## src/svf_pkg.sv

```systemverilog
// Shared widths, codes and control structs of the trapezoidal state variable filter.
// No dependencies; every other file of the block imports this package.
package svf_pkg;

    // Data formats
    localparam int SAMPLE_W = 24;                    // Q1.23 samples
    localparam int STATE_W  = 32;                    // integrator states
    localparam int FRAC_W   = 30;                    // Q2.30 coefficient fraction
    localparam int COEF_W   = 32;                    // widest coefficient
    localparam int MODE_W   = 3;
    localparam int A1_W     = 31;
    localparam int A2_W     = 30;
    localparam int A3_W     = 31;

    // Shared multiplier widths
    localparam int MAG_W  = STATE_W + 1;             // operand magnitude
    localparam int PROD_W = MAG_W + COEF_W;          // full product
    localparam int TERM_W = PROD_W - FRAC_W + 1;     // rounded signed term
    localparam int ACC_W  = TERM_W + 2;              // accumulator and output sums

    // Configuration port
    localparam int CFG_IDX_W  = 3;
    localparam int CFG_DATA_W = 32;

    localparam logic [CFG_IDX_W-1:0] REG_MODE = 3'd0;
    localparam logic [CFG_IDX_W-1:0] REG_K    = 3'd1;
    localparam logic [CFG_IDX_W-1:0] REG_A1   = 3'd2;
    localparam logic [CFG_IDX_W-1:0] REG_A2   = 3'd3;
    localparam logic [CFG_IDX_W-1:0] REG_A3   = 3'd4;

    // Filter response codes
    localparam logic [MODE_W-1:0] MODE_LP    = 3'd0;
    localparam logic [MODE_W-1:0] MODE_BP    = 3'd1;
    localparam logic [MODE_W-1:0] MODE_HP    = 3'd2;
    localparam logic [MODE_W-1:0] MODE_NOTCH = 3'd3;
    localparam logic [MODE_W-1:0] MODE_PEAK  = 3'd4;
    localparam logic [MODE_W-1:0] MODE_AP    = 3'd5;

    // Multiplier operand selects
    localparam logic [1:0] OPD_BAND = 2'd0;
    localparam logic [1:0] OPD_V3   = 2'd1;
    localparam logic [1:0] OPD_V1   = 2'd2;

    // Multiplier coefficient selects
    localparam logic [1:0] CF_A1 = 2'd0;
    localparam logic [1:0] CF_A2 = 2'd1;
    localparam logic [1:0] CF_A3 = 2'd2;
    localparam logic [1:0] CF_K  = 2'd3;

    // Accumulator operations
    localparam logic [2:0] ACC_NONE    = 3'd0;
    localparam logic [2:0] ACC_LD_TERM = 3'd1;   // acc = term
    localparam logic [2:0] ACC_V1      = 3'd2;   // v1 = sat(acc + term)
    localparam logic [2:0] ACC_LD_LOW  = 3'd3;   // acc = low + term
    localparam logic [2:0] ACC_V2      = 3'd4;   // v2 = sat(acc + term)

    typedef struct packed {
        logic [MODE_W-1:0] mode;
        logic [COEF_W-1:0] k;
        logic [A1_W-1:0]   a1;
        logic [A2_W-1:0]   a2;
        logic [A3_W-1:0]   a3;
    } t_cfg;

    typedef struct packed {
        logic       ld_x;      // capture a sample word
        logic       clr_st;    // zero both integrators
        logic       ld_v3;     // form v3 = x - low
        logic       issue;     // load a new multiplier operand pair
        logic [1:0] opd_sel;
        logic [1:0] cf_sel;
        logic [2:0] acc_op;
        logic       commit;    // update integrators and write the result word
    } t_cmd;

    typedef struct packed {
        logic out_free;        // result register can take a word this cycle
    } t_sts;

endpackage

```

## src/svf_if.sv

```systemverilog
// Stream and configuration channel interfaces of the state variable filter.
// Depends on svf_pkg for field widths.

interface svf_smp_if;
    import svf_pkg::*;
    logic                       valid;
    logic                       ready;
    logic signed [SAMPLE_W-1:0] sample_in;
    logic                       clear;
    modport source (output valid, output sample_in, output clear, input ready);
    modport sink   (input valid, input sample_in, input clear, output ready);
endinterface

interface svf_res_if;
    import svf_pkg::*;
    logic                       valid;
    logic                       ready;
    logic signed [SAMPLE_W-1:0] sample_out;
    modport source (output valid, output sample_out, input ready);
    modport sink   (input valid, input sample_out, output ready);
endinterface

interface svf_cfg_if;
    import svf_pkg::*;
    logic                  valid;
    logic                  ready;
    logic [CFG_IDX_W-1:0]  index;
    logic [CFG_DATA_W-1:0] data;
    modport source (output valid, output index, output data, input ready);
    modport sink   (input valid, input index, input data, output ready);
endinterface

```

## src/svf_regs.sv

```systemverilog
// Configuration register file: filter mode, damping and the three coefficients.
// Depends on svf_pkg.
module svf_regs (
    input  logic                           i_clk,
    input  logic                           i_rst_n,
    input  logic                           i_valid,
    input  logic [svf_pkg::CFG_IDX_W-1:0]  i_index,
    input  logic [svf_pkg::CFG_DATA_W-1:0] i_data,
    output logic                           o_ready,
    output svf_pkg::t_cfg                  o_cfg
);
    import svf_pkg::*;

    t_cfg r_cfg;

    assign o_ready = 1'b1;
    assign o_cfg   = r_cfg;

    // Decode the index and keep each register at its own width
    always_ff @(posedge i_clk) begin
        if (!i_rst_n) begin
            r_cfg <= '0;
        end else if (i_valid) begin
            unique case (i_index)
                REG_MODE: r_cfg.mode <= i_data[MODE_W-1:0];
                REG_K:    r_cfg.k    <= i_data[COEF_W-1:0];
                REG_A1:   r_cfg.a1   <= i_data[A1_W-1:0];
                REG_A2:   r_cfg.a2   <= i_data[A2_W-1:0];
                REG_A3:   r_cfg.a3   <= i_data[A3_W-1:0];
                default: begin
                end
            endcase
        end
    end

endmodule

```

## src/svf_ctrl.sv

```systemverilog
// Sequencer of the state variable filter: steps one sample through the shared
// multiplier and accumulator. Depends on svf_pkg for the command and status structs.
module svf_ctrl (
    input  logic          i_clk,
    input  logic          i_rst_n,
    input  logic          i_in_valid,
    input  logic          i_in_clear,
    output logic          o_in_ready,
    input  svf_pkg::t_sts i_sts,
    output svf_pkg::t_cmd o_cmd
);
    import svf_pkg::*;

    localparam logic [3:0] ST_IDLE = 4'd0;
    localparam logic [3:0] ST_P1   = 4'd1;
    localparam logic [3:0] ST_P2   = 4'd2;
    localparam logic [3:0] ST_P3   = 4'd3;
    localparam logic [3:0] ST_P4   = 4'd4;
    localparam logic [3:0] ST_P5   = 4'd5;
    localparam logic [3:0] ST_P6   = 4'd6;
    localparam logic [3:0] ST_P7   = 4'd7;
    localparam logic [3:0] ST_P8   = 4'd8;
    localparam logic [3:0] ST_FIN  = 4'd9;

    logic [3:0] r_state;
    logic [3:0] n_state;
    logic       w_accept;

    assign o_in_ready = (r_state == ST_IDLE);
    assign w_accept   = i_in_valid && o_in_ready;

    // Issue order: a1*b, a2*v3, a2*b, a3*v3, then k*v1; each term is used once it has passed r_mag, r_prod and r_term
    always_comb begin
        n_state = r_state;
        o_cmd   = '0;
        unique case (r_state)
            ST_IDLE: begin
                o_cmd.ld_x   = w_accept && !i_in_clear;
                o_cmd.clr_st = w_accept && i_in_clear;
                if (w_accept && !i_in_clear) n_state = ST_P1;
            end
            ST_P1: begin
                o_cmd.ld_v3   = 1'b1;
                o_cmd.issue   = 1'b1;
                o_cmd.opd_sel = OPD_BAND;
                o_cmd.cf_sel  = CF_A1;
                n_state       = ST_P2;
            end
            ST_P2: begin
                o_cmd.issue   = 1'b1;
                o_cmd.opd_sel = OPD_V3;
                o_cmd.cf_sel  = CF_A2;
                n_state       = ST_P3;
            end
            ST_P3: begin
                o_cmd.issue   = 1'b1;
                o_cmd.opd_sel = OPD_BAND;
                o_cmd.cf_sel  = CF_A2;
                n_state       = ST_P4;
            end
            ST_P4: begin
                o_cmd.issue   = 1'b1;
                o_cmd.opd_sel = OPD_V3;
                o_cmd.cf_sel  = CF_A3;
                o_cmd.acc_op  = ACC_LD_TERM;
                n_state       = ST_P5;
            end
            ST_P5: begin
                o_cmd.acc_op = ACC_V1;
                n_state      = ST_P6;
            end
            ST_P6: begin
                o_cmd.issue   = 1'b1;
                o_cmd.opd_sel = OPD_V1;
                o_cmd.cf_sel  = CF_K;
                o_cmd.acc_op  = ACC_LD_LOW;
                n_state       = ST_P7;
            end
            ST_P7: begin
                o_cmd.acc_op = ACC_V2;
                n_state      = ST_P8;
            end
            ST_P8: begin
                n_state = ST_FIN;
            end
            ST_FIN: begin
                // Hold here while the previous result word is still waiting
                if (i_sts.out_free) begin
                    o_cmd.commit = 1'b1;
                    n_state      = ST_IDLE;
                end
            end
            default: begin
                n_state = ST_IDLE;
            end
        endcase
    end

    always_ff @(posedge i_clk) begin
        if (!i_rst_n) begin
            r_state <= ST_IDLE;
        end else begin
            r_state <= n_state;
        end
    end

endmodule

```

## src/svf_dp.sv

```systemverilog
// Datapath of the state variable filter: integrators, shared rounding multiplier,
// accumulator, response select and result register. Depends on svf_pkg.
module svf_dp (
    input  logic                               i_clk,
    input  logic                               i_rst_n,
    input  svf_pkg::t_cfg                      i_cfg,
    input  svf_pkg::t_cmd                      i_cmd,
    output svf_pkg::t_sts                      o_sts,
    input  logic signed [svf_pkg::SAMPLE_W-1:0] i_sample,
    output logic                               o_out_valid,
    input  logic                               i_out_ready,
    output logic signed [svf_pkg::SAMPLE_W-1:0] o_sample
);
    import svf_pkg::*;

    localparam logic [PROD_W:0] RND_HALF = (PROD_W + 1)'(1) << (FRAC_W - 1);

    // Clamp a wide sum to the state range
    function automatic logic signed [STATE_W-1:0] sat_state(input logic signed [ACC_W-1:0] v);
        logic fits;
        fits = (&v[ACC_W-1:STATE_W-1]) || !(|v[ACC_W-1:STATE_W-1]);
        if (fits) return v[STATE_W-1:0];
        return v[ACC_W-1] ? {1'b1, {(STATE_W-1){1'b0}}} : {1'b0, {(STATE_W-1){1'b1}}};
    endfunction

    // Clamp a wide sum to the sample range
    function automatic logic signed [SAMPLE_W-1:0] sat_sample(input logic signed [ACC_W-1:0] v);
        logic fits;
        fits = (&v[ACC_W-1:SAMPLE_W-1]) || !(|v[ACC_W-1:SAMPLE_W-1]);
        if (fits) return v[SAMPLE_W-1:0];
        return v[ACC_W-1] ? {1'b1, {(SAMPLE_W-1){1'b0}}} : {1'b0, {(SAMPLE_W-1){1'b1}}};
    endfunction

    function automatic logic signed [ACC_W-1:0] ext_state(input logic signed [STATE_W-1:0] v);
        return {{(ACC_W-STATE_W){v[STATE_W-1]}}, v};
    endfunction

    function automatic logic signed [ACC_W-1:0] ext_sample(input logic signed [SAMPLE_W-1:0] v);
        return {{(ACC_W-SAMPLE_W){v[SAMPLE_W-1]}}, v};
    endfunction

    // Filter state and per-sample values
    logic signed [SAMPLE_W-1:0] r_x;
    logic signed [STATE_W-1:0]  r_band;
    logic signed [STATE_W-1:0]  r_low;
    logic signed [MAG_W-1:0]    r_v3;
    logic signed [STATE_W-1:0]  r_v1;
    logic signed [STATE_W-1:0]  r_v2;
    logic signed [ACC_W-1:0]    r_acc;
    logic signed [SAMPLE_W-1:0] r_last;
    logic signed [SAMPLE_W-1:0] r_out;
    logic                       r_out_valid;

    // Multiplier pipeline
    logic [MAG_W-1:0]         r_mag;
    logic                     r_neg;
    logic [COEF_W-1:0]        r_coef;
    logic [PROD_W-1:0]        r_prod;
    logic                     r_pneg;
    logic signed [TERM_W-1:0] r_term;

    logic signed [MAG_W-1:0]  w_opd;
    logic [MAG_W-1:0]         w_opd_u;
    logic [MAG_W-1:0]         n_mag;
    logic [COEF_W-1:0]        n_coef;
    logic [PROD_W:0]          w_rsum;
    logic [TERM_W-1:0]        w_rnd;
    logic signed [TERM_W-1:0] n_term;
    logic signed [ACC_W-1:0]  w_term_a;
    logic signed [ACC_W-1:0]  w_x_a;
    logic signed [ACC_W-1:0]  w_v1_a;
    logic signed [ACC_W-1:0]  w_v2_a;
    logic signed [ACC_W-1:0]  w_y;
    logic signed [SAMPLE_W-1:0] n_y;
    logic signed [STATE_W-1:0]  n_band;
    logic signed [STATE_W-1:0]  n_low;
    logic signed [MAG_W-1:0]    n_v3;

    assign o_sts.out_free = !r_out_valid || i_out_ready;
    assign o_out_valid    = r_out_valid;
    assign o_sample       = r_out;

    // Select operand and coefficient, take the magnitude
    always_comb begin
        unique case (i_cmd.opd_sel)
            OPD_BAND: w_opd = {r_band[STATE_W-1], r_band};
            OPD_V3:   w_opd = r_v3;
            OPD_V1:   w_opd = {r_v1[STATE_W-1], r_v1};
            default:  w_opd = '0;
        endcase
        unique case (i_cmd.cf_sel)
            CF_A1:   n_coef = {{(COEF_W-A1_W){1'b0}}, i_cfg.a1};
            CF_A2:   n_coef = {{(COEF_W-A2_W){1'b0}}, i_cfg.a2};
            CF_A3:   n_coef = {{(COEF_W-A3_W){1'b0}}, i_cfg.a3};
            CF_K:    n_coef = i_cfg.k;
            default: n_coef = '0;
        endcase
        w_opd_u = w_opd;
        n_mag   = w_opd[MAG_W-1] ? (~w_opd_u + 1'b1) : w_opd_u;
    end

    // Round to nearest with ties away from zero on the magnitude, then restore sign
    assign w_rsum = {1'b0, r_prod} + RND_HALF;
    assign w_rnd  = {1'b0, w_rsum[PROD_W-1:FRAC_W]};
    assign n_term = r_pneg ? -$signed(w_rnd) : $signed(w_rnd);

    assign w_term_a = {{(ACC_W-TERM_W){r_term[TERM_W-1]}}, r_term};
    assign w_x_a    = ext_sample(r_x);
    assign w_v1_a   = ext_state(r_v1);
    assign w_v2_a   = ext_state(r_v2);
    assign n_v3     = {{(MAG_W-SAMPLE_W){r_x[SAMPLE_W-1]}}, r_x} - {r_low[STATE_W-1], r_low};

    // Response select; the last term holds k*v1 at commit
    always_comb begin
        unique case (i_cfg.mode)
            MODE_LP:    w_y = w_v2_a;
            MODE_BP:    w_y = w_v1_a;
            MODE_HP:    w_y = w_x_a - w_term_a - w_v2_a;
            MODE_NOTCH: w_y = w_x_a - w_term_a;
            MODE_PEAK:  w_y = (w_v2_a <<< 1) - w_x_a + w_term_a;
            MODE_AP:    w_y = w_x_a - (w_term_a <<< 1);
            default:    w_y = ext_sample(r_last);
        endcase
        n_y    = sat_sample(w_y);
        n_band = sat_state((w_v1_a <<< 1) - ext_state(r_band));
        n_low  = sat_state((w_v2_a <<< 1) - ext_state(r_low));
    end

    // Advance the multiplier stages; operands load only on issue
    always_ff @(posedge i_clk) begin
        if (i_cmd.issue) begin
            r_mag  <= n_mag;
            r_neg  <= w_opd[MAG_W-1];
            r_coef <= n_coef;
        end
        r_prod <= r_mag * r_coef;
        r_pneg <= r_neg;
        r_term <= n_term;
    end

    // Capture the sample, form v3, accumulate v1 and v2
    always_ff @(posedge i_clk) begin
        if (i_cmd.ld_x) r_x <= i_sample;
        if (i_cmd.ld_v3) r_v3 <= n_v3;
        unique case (i_cmd.acc_op)
            ACC_LD_TERM: r_acc <= w_term_a;
            ACC_V1:      r_v1  <= sat_state(r_acc + w_term_a);
            ACC_LD_LOW:  r_acc <= ext_state(r_low) + w_term_a;
            ACC_V2:      r_v2  <= sat_state(r_acc + w_term_a);
            default: begin
            end
        endcase
    end

    // Integrators, last result and the result register
    always_ff @(posedge i_clk) begin
        if (!i_rst_n) begin
            r_band      <= '0;
            r_low       <= '0;
            r_last      <= '0;
            r_out_valid <= 1'b0;
        end else begin
            if (i_cmd.clr_st) begin
                r_band <= '0;
                r_low  <= '0;
            end else if (i_cmd.commit) begin
                r_band <= n_band;
                r_low  <= n_low;
            end
            if (i_cmd.commit) begin
                r_last      <= n_y;
                r_out_valid <= 1'b1;
            end else if (i_out_ready) begin
                r_out_valid <= 1'b0;
            end
        end
    end

    always_ff @(posedge i_clk) begin
        if (i_cmd.commit) r_out <= n_y;
    end

endmodule

```

## src/trapezoidal_state_variable_filter_core.sv

```systemverilog
// Top level of the trapezoidal state variable filter: channels, configuration
// registers, sequencer and datapath. Depends on svf_pkg, svf_if, svf_regs, svf_ctrl, svf_dp.
//
//   channel   dir   payload                       word taken when
//   i_smp     in    sample_in[23:0], clear        valid && ready
//   o_res     out   sample_out[23:0]              valid && ready
//   i_cfg     in    index[2:0], data[31:0]        valid && ready (ready always high)
//
// A sample word is accepted in the idle state; steps P1 to P8 and a final commit step
// feed five products through the one shared multiplier (select, multiply, round,
// accumulate stages). A clear word zeroes both integrators and gives no result.
// Synchronous active-low reset zeroes the configuration registers and both integrators; no sweep.
// A waiting result word stalls only the final step of the next sample.
module trapezoidal_state_variable_filter_core (
    input  logic      i_clk,
    input  logic      i_rst_n,
    svf_smp_if.sink   i_smp,
    svf_res_if.source o_res,
    svf_cfg_if.sink   i_cfg
);
    import svf_pkg::*;

    t_cfg w_cfg;
    t_cmd w_cmd;
    t_sts w_sts;

    svf_regs u_regs (
        .i_clk   (i_clk),
        .i_rst_n (i_rst_n),
        .i_valid (i_cfg.valid),
        .i_index (i_cfg.index),
        .i_data  (i_cfg.data),
        .o_ready (i_cfg.ready),
        .o_cfg   (w_cfg)
    );

    svf_ctrl u_ctrl (
        .i_clk      (i_clk),
        .i_rst_n    (i_rst_n),
        .i_in_valid (i_smp.valid),
        .i_in_clear (i_smp.clear),
        .o_in_ready (i_smp.ready),
        .i_sts      (w_sts),
        .o_cmd      (w_cmd)
    );

    svf_dp u_dp (
        .i_clk       (i_clk),
        .i_rst_n     (i_rst_n),
        .i_cfg       (w_cfg),
        .i_cmd       (w_cmd),
        .o_sts       (w_sts),
        .i_sample    (i_smp.sample_in),
        .o_out_valid (o_res.valid),
        .i_out_ready (o_res.ready),
        .o_sample    (o_res.sample_out)
    );

`ifndef ASSERT_OFF
    // Never overwrite a result word that is still waiting
    a_commit_free: assert property (@(posedge i_clk) disable iff (!i_rst_n)
        w_cmd.commit |-> (!o_res.valid || o_res.ready))
        else $error("result overwritten while waiting");

    // Multiplier issue and commit happen only while a sample is in flight
    a_busy_work: assert property (@(posedge i_clk) disable iff (!i_rst_n)
        (w_cmd.issue || w_cmd.commit || w_cmd.ld_v3) |-> !i_smp.ready)
        else $error("sequencer step while idle");

    // A clear word gives no result
    a_clear_silent: assert property (@(posedge i_clk) disable iff (!i_rst_n)
        (i_smp.valid && i_smp.ready && i_smp.clear) |=> !$rose(o_res.valid))
        else $error("result after clear word");

    // A sample word is never taken while the last one is being committed: no issue directly follows a commit
    a_no_overlap: assert property (@(posedge i_clk) disable iff (!i_rst_n)
        w_cmd.commit |=> !w_cmd.issue)
        else $error("new sample started during commit");
`endif

endmodule
```

## src/flat_wrapper.sv

```systemverilog
// flat-port wrapper written by rule: the top's interface ports become plain ports
module trapezoidal_state_variable_filter_core_flat import svf_pkg::*;
  (i_clk, i_rst_n, i_smp_valid, i_smp_sample_in, i_smp_clear, i_smp_ready, o_res_valid, o_res_sample_out, o_res_ready, i_cfg_valid, i_cfg_index, i_cfg_data, i_cfg_ready);
  svf_smp_if i_smp_i ();
  svf_res_if o_res_i ();
  svf_cfg_if i_cfg_i ();
  input  logic i_clk;
  input  logic i_rst_n;
  input wire logic [$bits(i_smp_i.valid)-1:0] i_smp_valid;
  input wire logic [$bits(i_smp_i.sample_in)-1:0] i_smp_sample_in;
  input wire logic [$bits(i_smp_i.clear)-1:0] i_smp_clear;
  output wire logic [$bits(i_smp_i.ready)-1:0] i_smp_ready;
  output wire logic [$bits(o_res_i.valid)-1:0] o_res_valid;
  output wire logic [$bits(o_res_i.sample_out)-1:0] o_res_sample_out;
  input wire logic [$bits(o_res_i.ready)-1:0] o_res_ready;
  input wire logic [$bits(i_cfg_i.valid)-1:0] i_cfg_valid;
  input wire logic [$bits(i_cfg_i.index)-1:0] i_cfg_index;
  input wire logic [$bits(i_cfg_i.data)-1:0] i_cfg_data;
  output wire logic [$bits(i_cfg_i.ready)-1:0] i_cfg_ready;
  assign i_smp_i.valid = i_smp_valid;
  assign i_smp_i.sample_in = i_smp_sample_in;
  assign i_smp_i.clear = i_smp_clear;
  assign i_smp_ready = i_smp_i.ready;
  assign o_res_valid = o_res_i.valid;
  assign o_res_sample_out = o_res_i.sample_out;
  assign o_res_i.ready = o_res_ready;
  assign i_cfg_i.valid = i_cfg_valid;
  assign i_cfg_i.index = i_cfg_index;
  assign i_cfg_i.data = i_cfg_data;
  assign i_cfg_ready = i_cfg_i.ready;
  trapezoidal_state_variable_filter_core u_core (.i_clk(i_clk), .i_rst_n(i_rst_n), .i_smp(i_smp_i), .o_res(o_res_i), .i_cfg(i_cfg_i));
endmodule
```

## config.mk

```make
export PLATFORM = sky130hd
export DESIGN_NAME = trapezoidal_state_variable_filter_core_flat
export DESIGN_NICKNAME = d
export VERILOG_FILES = /design/src/svf_pkg.sv /design/src/svf_if.sv /design/src/svf_regs.sv /design/src/svf_ctrl.sv /design/src/svf_dp.sv /design/src/trapezoidal_state_variable_filter_core.sv /design/src/flat_wrapper.sv
export SDC_FILE = /design/constraint.sdc
export NUM_CORES = 2
export LEC_CHECK = 0
export CAP_MARGIN = 20
export CORE_ASPECT_RATIO = 1.5
export CORE_MARGIN = 5
export CORE_UTILIZATION = 40
export DETAILED_ROUTE_END_ITERATION = 8
export DONT_BUFFER_PORTS = 1
export PLACE_DENSITY = 0.57
export SETUP_SLACK_MARGIN = 0.3
export SKIP_LAST_GASP = 1
export SLEW_MARGIN = 10
export SYNTH_ARGS = -nofsm -noshare
export SYNTH_HDL_FRONTEND = slang
export SYNTH_SLANG_ARGS = --single-unit
```

## constraint.sdc

```tcl
create_clock -name i_clk -period 7.6 [get_ports i_clk]
set_clock_uncertainty 0.1 [all_clocks]
set_input_delay 0.38 -clock i_clk [delete_from_list [all_inputs] [get_ports i_clk]]
set_output_delay 0.38 -clock i_clk [all_outputs]
set_load 0.05 [all_outputs]
```

==> results summary <==
The run finished, with violations left. The checks that failed: setup timing. The layout overhead on the synthesized area came out at 13.3%. The worst setup path is captured at a flip-flop. By area, the combinational part of the netlist is dominated by adder cells.

The post-synth design cell area came out at 74000 um^2. The detailed-route via count came out at 63700. After detailed routing, the average wire length per cell comes to 25.2 um. The top-level I/O count is 92. The maximum root-to-sink buffer count is 3. The basic-gate share of the synthesized area counting and, or, nand and nor cells is 16.8%.

The worst slack at placement is -1.01 ns. STA classifies the critical path startpoint as a flip-flop. The setup violation total in the final timing report came out at 28. Setup repair after global routing could not meet its margin everywhere.

The half-perimeter wire length of the detailed placement result is 237000 um. Among all stages on the critical path, the largest delay is contributed by fa_1. The share of synthesized flip-flops with an asynchronous set or reset came out at 0%. In this run the worst path has a maximum fanout of 10. The maximum level of the CTS H-tree is 3. Yosys mapped a number of flops with a built-in enable equal to 248. The post-route netlist has 9.72% of its cells at a drive strength greater than 1.

The clock-pin slew reported for the worst setup and hold paths after clock tree synthesis is 0.06 ns. The initial antenna violation count came out at 14. Port buffering added 0 buffers. The TritonCTS clock tree is yes.

The adder and majority cell fraction of the synthesized area is 35.7%. The share of the clock period used by the worst path after layout came out at 109%. Among the stages of the critical path, the cell type that occurs most often is fa_1. The number of distinct library cells after synthesis is 103. The maximum clock rate is 121 MHz. The number of max-cap violations came out at 0. The transition at the pin with the smallest max-transition slack came out at 1.18 ns.

The proportion of netlist area held by the largest area contributor came out at 26.2%. The final critical-path required period came out at 8.29 ns. In the global route stage, overall resource usage came out at 28.9%.

The worst setup path is of the reg -> reg kind. The count of endpoints failing hold in the final timing report is 0. The largest total area in the synthesized netlist belongs to fa_1.

Once the floorplan was initialized, standard cells occupied 40.2% of the core. The count of standard-cell rows came out at 193. The cell sitting at the root of the clock tree is a clkbuf_16. The class of the tightest hold or removal check is in -> reg. The synthesized netlist devotes 14.7% of its cell area to compound gates. The synthesized netlist devotes 4.44% of its cell area to XOR and XNOR gates. The final worst hold slack came out at 0.0966 ns. The clock insertion delay at the later pin of the skew report came out at 0.69 ns. For this block, the routed nets add up to 285000 um of wire. The via count of the first global-routing pass is 66600. The die is 537 um tall. The area of the core region is 184000 um^2. Entering global routing, the biggest net connects 79 pins. The share of the core filled with cells in the final layout is 45.5%. The max-slew violation count came out at 0. The sequential share of the synthesized area came out at 18.0%. The starting DRC count in detailed routing is 4297. Setup slack on the critical path of the routed design comes to -0.693 ns.

The number of instances in the synthesized netlist came out at 8553. Yosys attributes the largest share of cell area to fa_1 26%, edfxtp_1 10%, ha_1 9.5%, dfxtp_1 7.9%, inv_1 6.3%. The number of iterations in the first detailed-routing pass came out at 5.

The post-detailed-route via-to-cell ratio came out at 5.61. After detailed routing, the number of remaining DRC violations is 0. The data required time of the critical path came out at 8.04 ns. The count of warnings emitted by yosys came out at 0. The final-stage net count is 10400.

Routability-driven placement finished with a final weighted congestion of 1.01. The width of the die came out at 361 um. The peak per-stage delay on the critical path is 0.57 ns. STA puts the critical path data arrival time at 8.73 ns. The floorplan step defined a die boundary enclosing 194000 um^2. Summed over all layers, the global routing overflow is 0. The clock net in this run drives a total of 541 sinks. Headroom to the max-slew limit came out at 21.4%. The average instance in the mapped netlist occupies 8.66 um^2. The net count after synthesis came out at 10200. The mux share of post-synthesis cell area came out at 1.70%. In the synthesized netlist the dominant register cell turns out to be dfxtp_1.

Counting flops and latches in the post-synthesis netlist gives 541. The CTS buffer count is 67. The count of antenna-violating nets left after detailed routing came out at 0.

The first-pass GRT wire length is 420000 um.
## critical path, delay by kind of cell, from the launching register on
family,cells,cell delay (ns)
buffers and inverters,8,0.66
xor gates and xnor gates,1,0.12
adders and majority gates,9,4.28
AOI/OAI and AO/OA,8,1.65
DFF,1,0.43
and+or+nand+nor,4,0.90
## Yosys cell counts (all sizes together) (52+ instances only)
library cell,n
and2,512
xnor2,234
dfxtp,293
mux2i,103
nor2,353
a21o,134
nand4,73
and3,52
fa,969
nand3,112
nand2,1144
o21ai,399
inv,1238
clkbuf,386
nand2b,71
edfxtp,248
a21oi,524
nor3,118
ha,565
o21a,79
xor2,141
a211oi,75
## cells in the final DEF (no fill, tap or decap), types with 18 or more instances in the layout
master and n:
inv_1 1233, nand2_1 1143, fa_1 961, ha_1 560
buf_4 548, a21oi_1 515, and2_1 508, o21ai_0 358
nor2_1 341, dfxtp_1 287, edfxtp_1 248, xnor2_1 229
xor2_1 138, a21o_1 134, nor3_1 111, nand3_1 109
mux2i_1 103, o21a_1 77, nand4_1 73, nand2b_1 71
clkbuf_16 68, a211oi_1 66, dlygate4sd3_1 66, and3_1 49
nor2b_1 46, o21bai_1 44, o211ai_1 40, o211a_1 38
a31oi_1 38, a221o_1 38, o21ai_1 37, or3_1 35
buf_12 35, a22oi_1 34, o22ai_1 32, or2_2 30
o31ai_1 27, a211o_1 18
## per-stage QoR
step           std cells  TNS, ns  instance area [um^2]
3_3_place_gp       11100   -19.44                 80300
6_report           11300   -10.52                 83900
4_1_cts            11300   -11.99                 83700
2_1_floorplan       8553   -0.203                 74100
3_5_place_dp       11100   -19.23                 80300
5_1_grt            11300   -17.17                 83900
## layout make-up
cell class | instances | area [um^2]
antenna | 9 | 22.5
clock buffer | 88 | 1830
clock inverter | 35 | 477
fill | 18000 | 100000
inverter | 1242 | 4670
multi-input combinational | 6340 | 55000
sequential | 541 | 13300
tap | 2437 | 3050
timing repair buffer | 655 | 5540
## metal layers
| metal | vias up | track usage (%) | wire length [um] |
|---|---|---|---|
| li1 | 28700 | - | - |
| met3 | 866 | 3.47 | 12900 |
| met2 | 2149 | 54.6 | 151000 |
| met4 | 6 | 20.8 | 25800 |
| met5 | - | 0 | 37 |
| met1 | 31900 | 29.1 | 96100 |
## flip-flops by register name, indices dropped and copies added, names as in the netlist, 4 cells and up
register               count
u_core.u_dp.r_band        32
u_core.u_dp.r_term        36
u_core.u_dp.r_mag         33
u_core.u_dp.r_v1          32
u_core.u_dp.o_sample      24
u_core.u_regs.o_cfg      127
u_core.u_dp.r_coef        32
u_core.u_dp.r_x           24
u_core.u_dp.r_acc         37
u_core.u_dp.r_prod        36
u_core.u_dp.r_last        24
u_core.u_ctrl.r_state      4
u_core.u_dp.r_low         32
u_core.u_dp.r_v2          32
u_core.u_dp.r_v3          33
## final timing paths
check	start	endpoint	slack (ns)	depth (start not counted)
max reg2reg	u_core.u_dp.r_mag[13]	u_core.u_dp.r_prod[64]	-0.69	30
min	i_cfg_index[1]	u_core.u_regs.o_cfg[66]	0.1	4
min reg2reg	u_core.u_dp.r_neg	u_core.u_dp.r_pneg	0.26	0
max	u_core.u_dp.r_mag[13]	u_core.u_dp.r_prod[64]	-0.69	30
## logic make-up (layout without fill, tap and decap cells)
kind of cell    Yosys count  count (layout)
compound gates         1698            1698
xor+xnor                375             375
fa+ha+maj              1534            1534
buf+inv                1673            2020
flops                   541             541
mux                     116             116
other cells               1              10
simple gates           2615            2616
## repair_timing
item / in CTS / in global routing
gates cloned: 0 / 1
setup endpoints to repair: 82 / 80
hold endpoints to repair: 185 / 0
buffers inserted: 19 / 4
hold buffers: 66 / 0
gates resized for setup: 53 / 23
pin swaps: 14 / 14
Power is left out: the tool's default activity adds up to more than one toggle a clock period on the data nets, which glitch-free logic cannot reach.
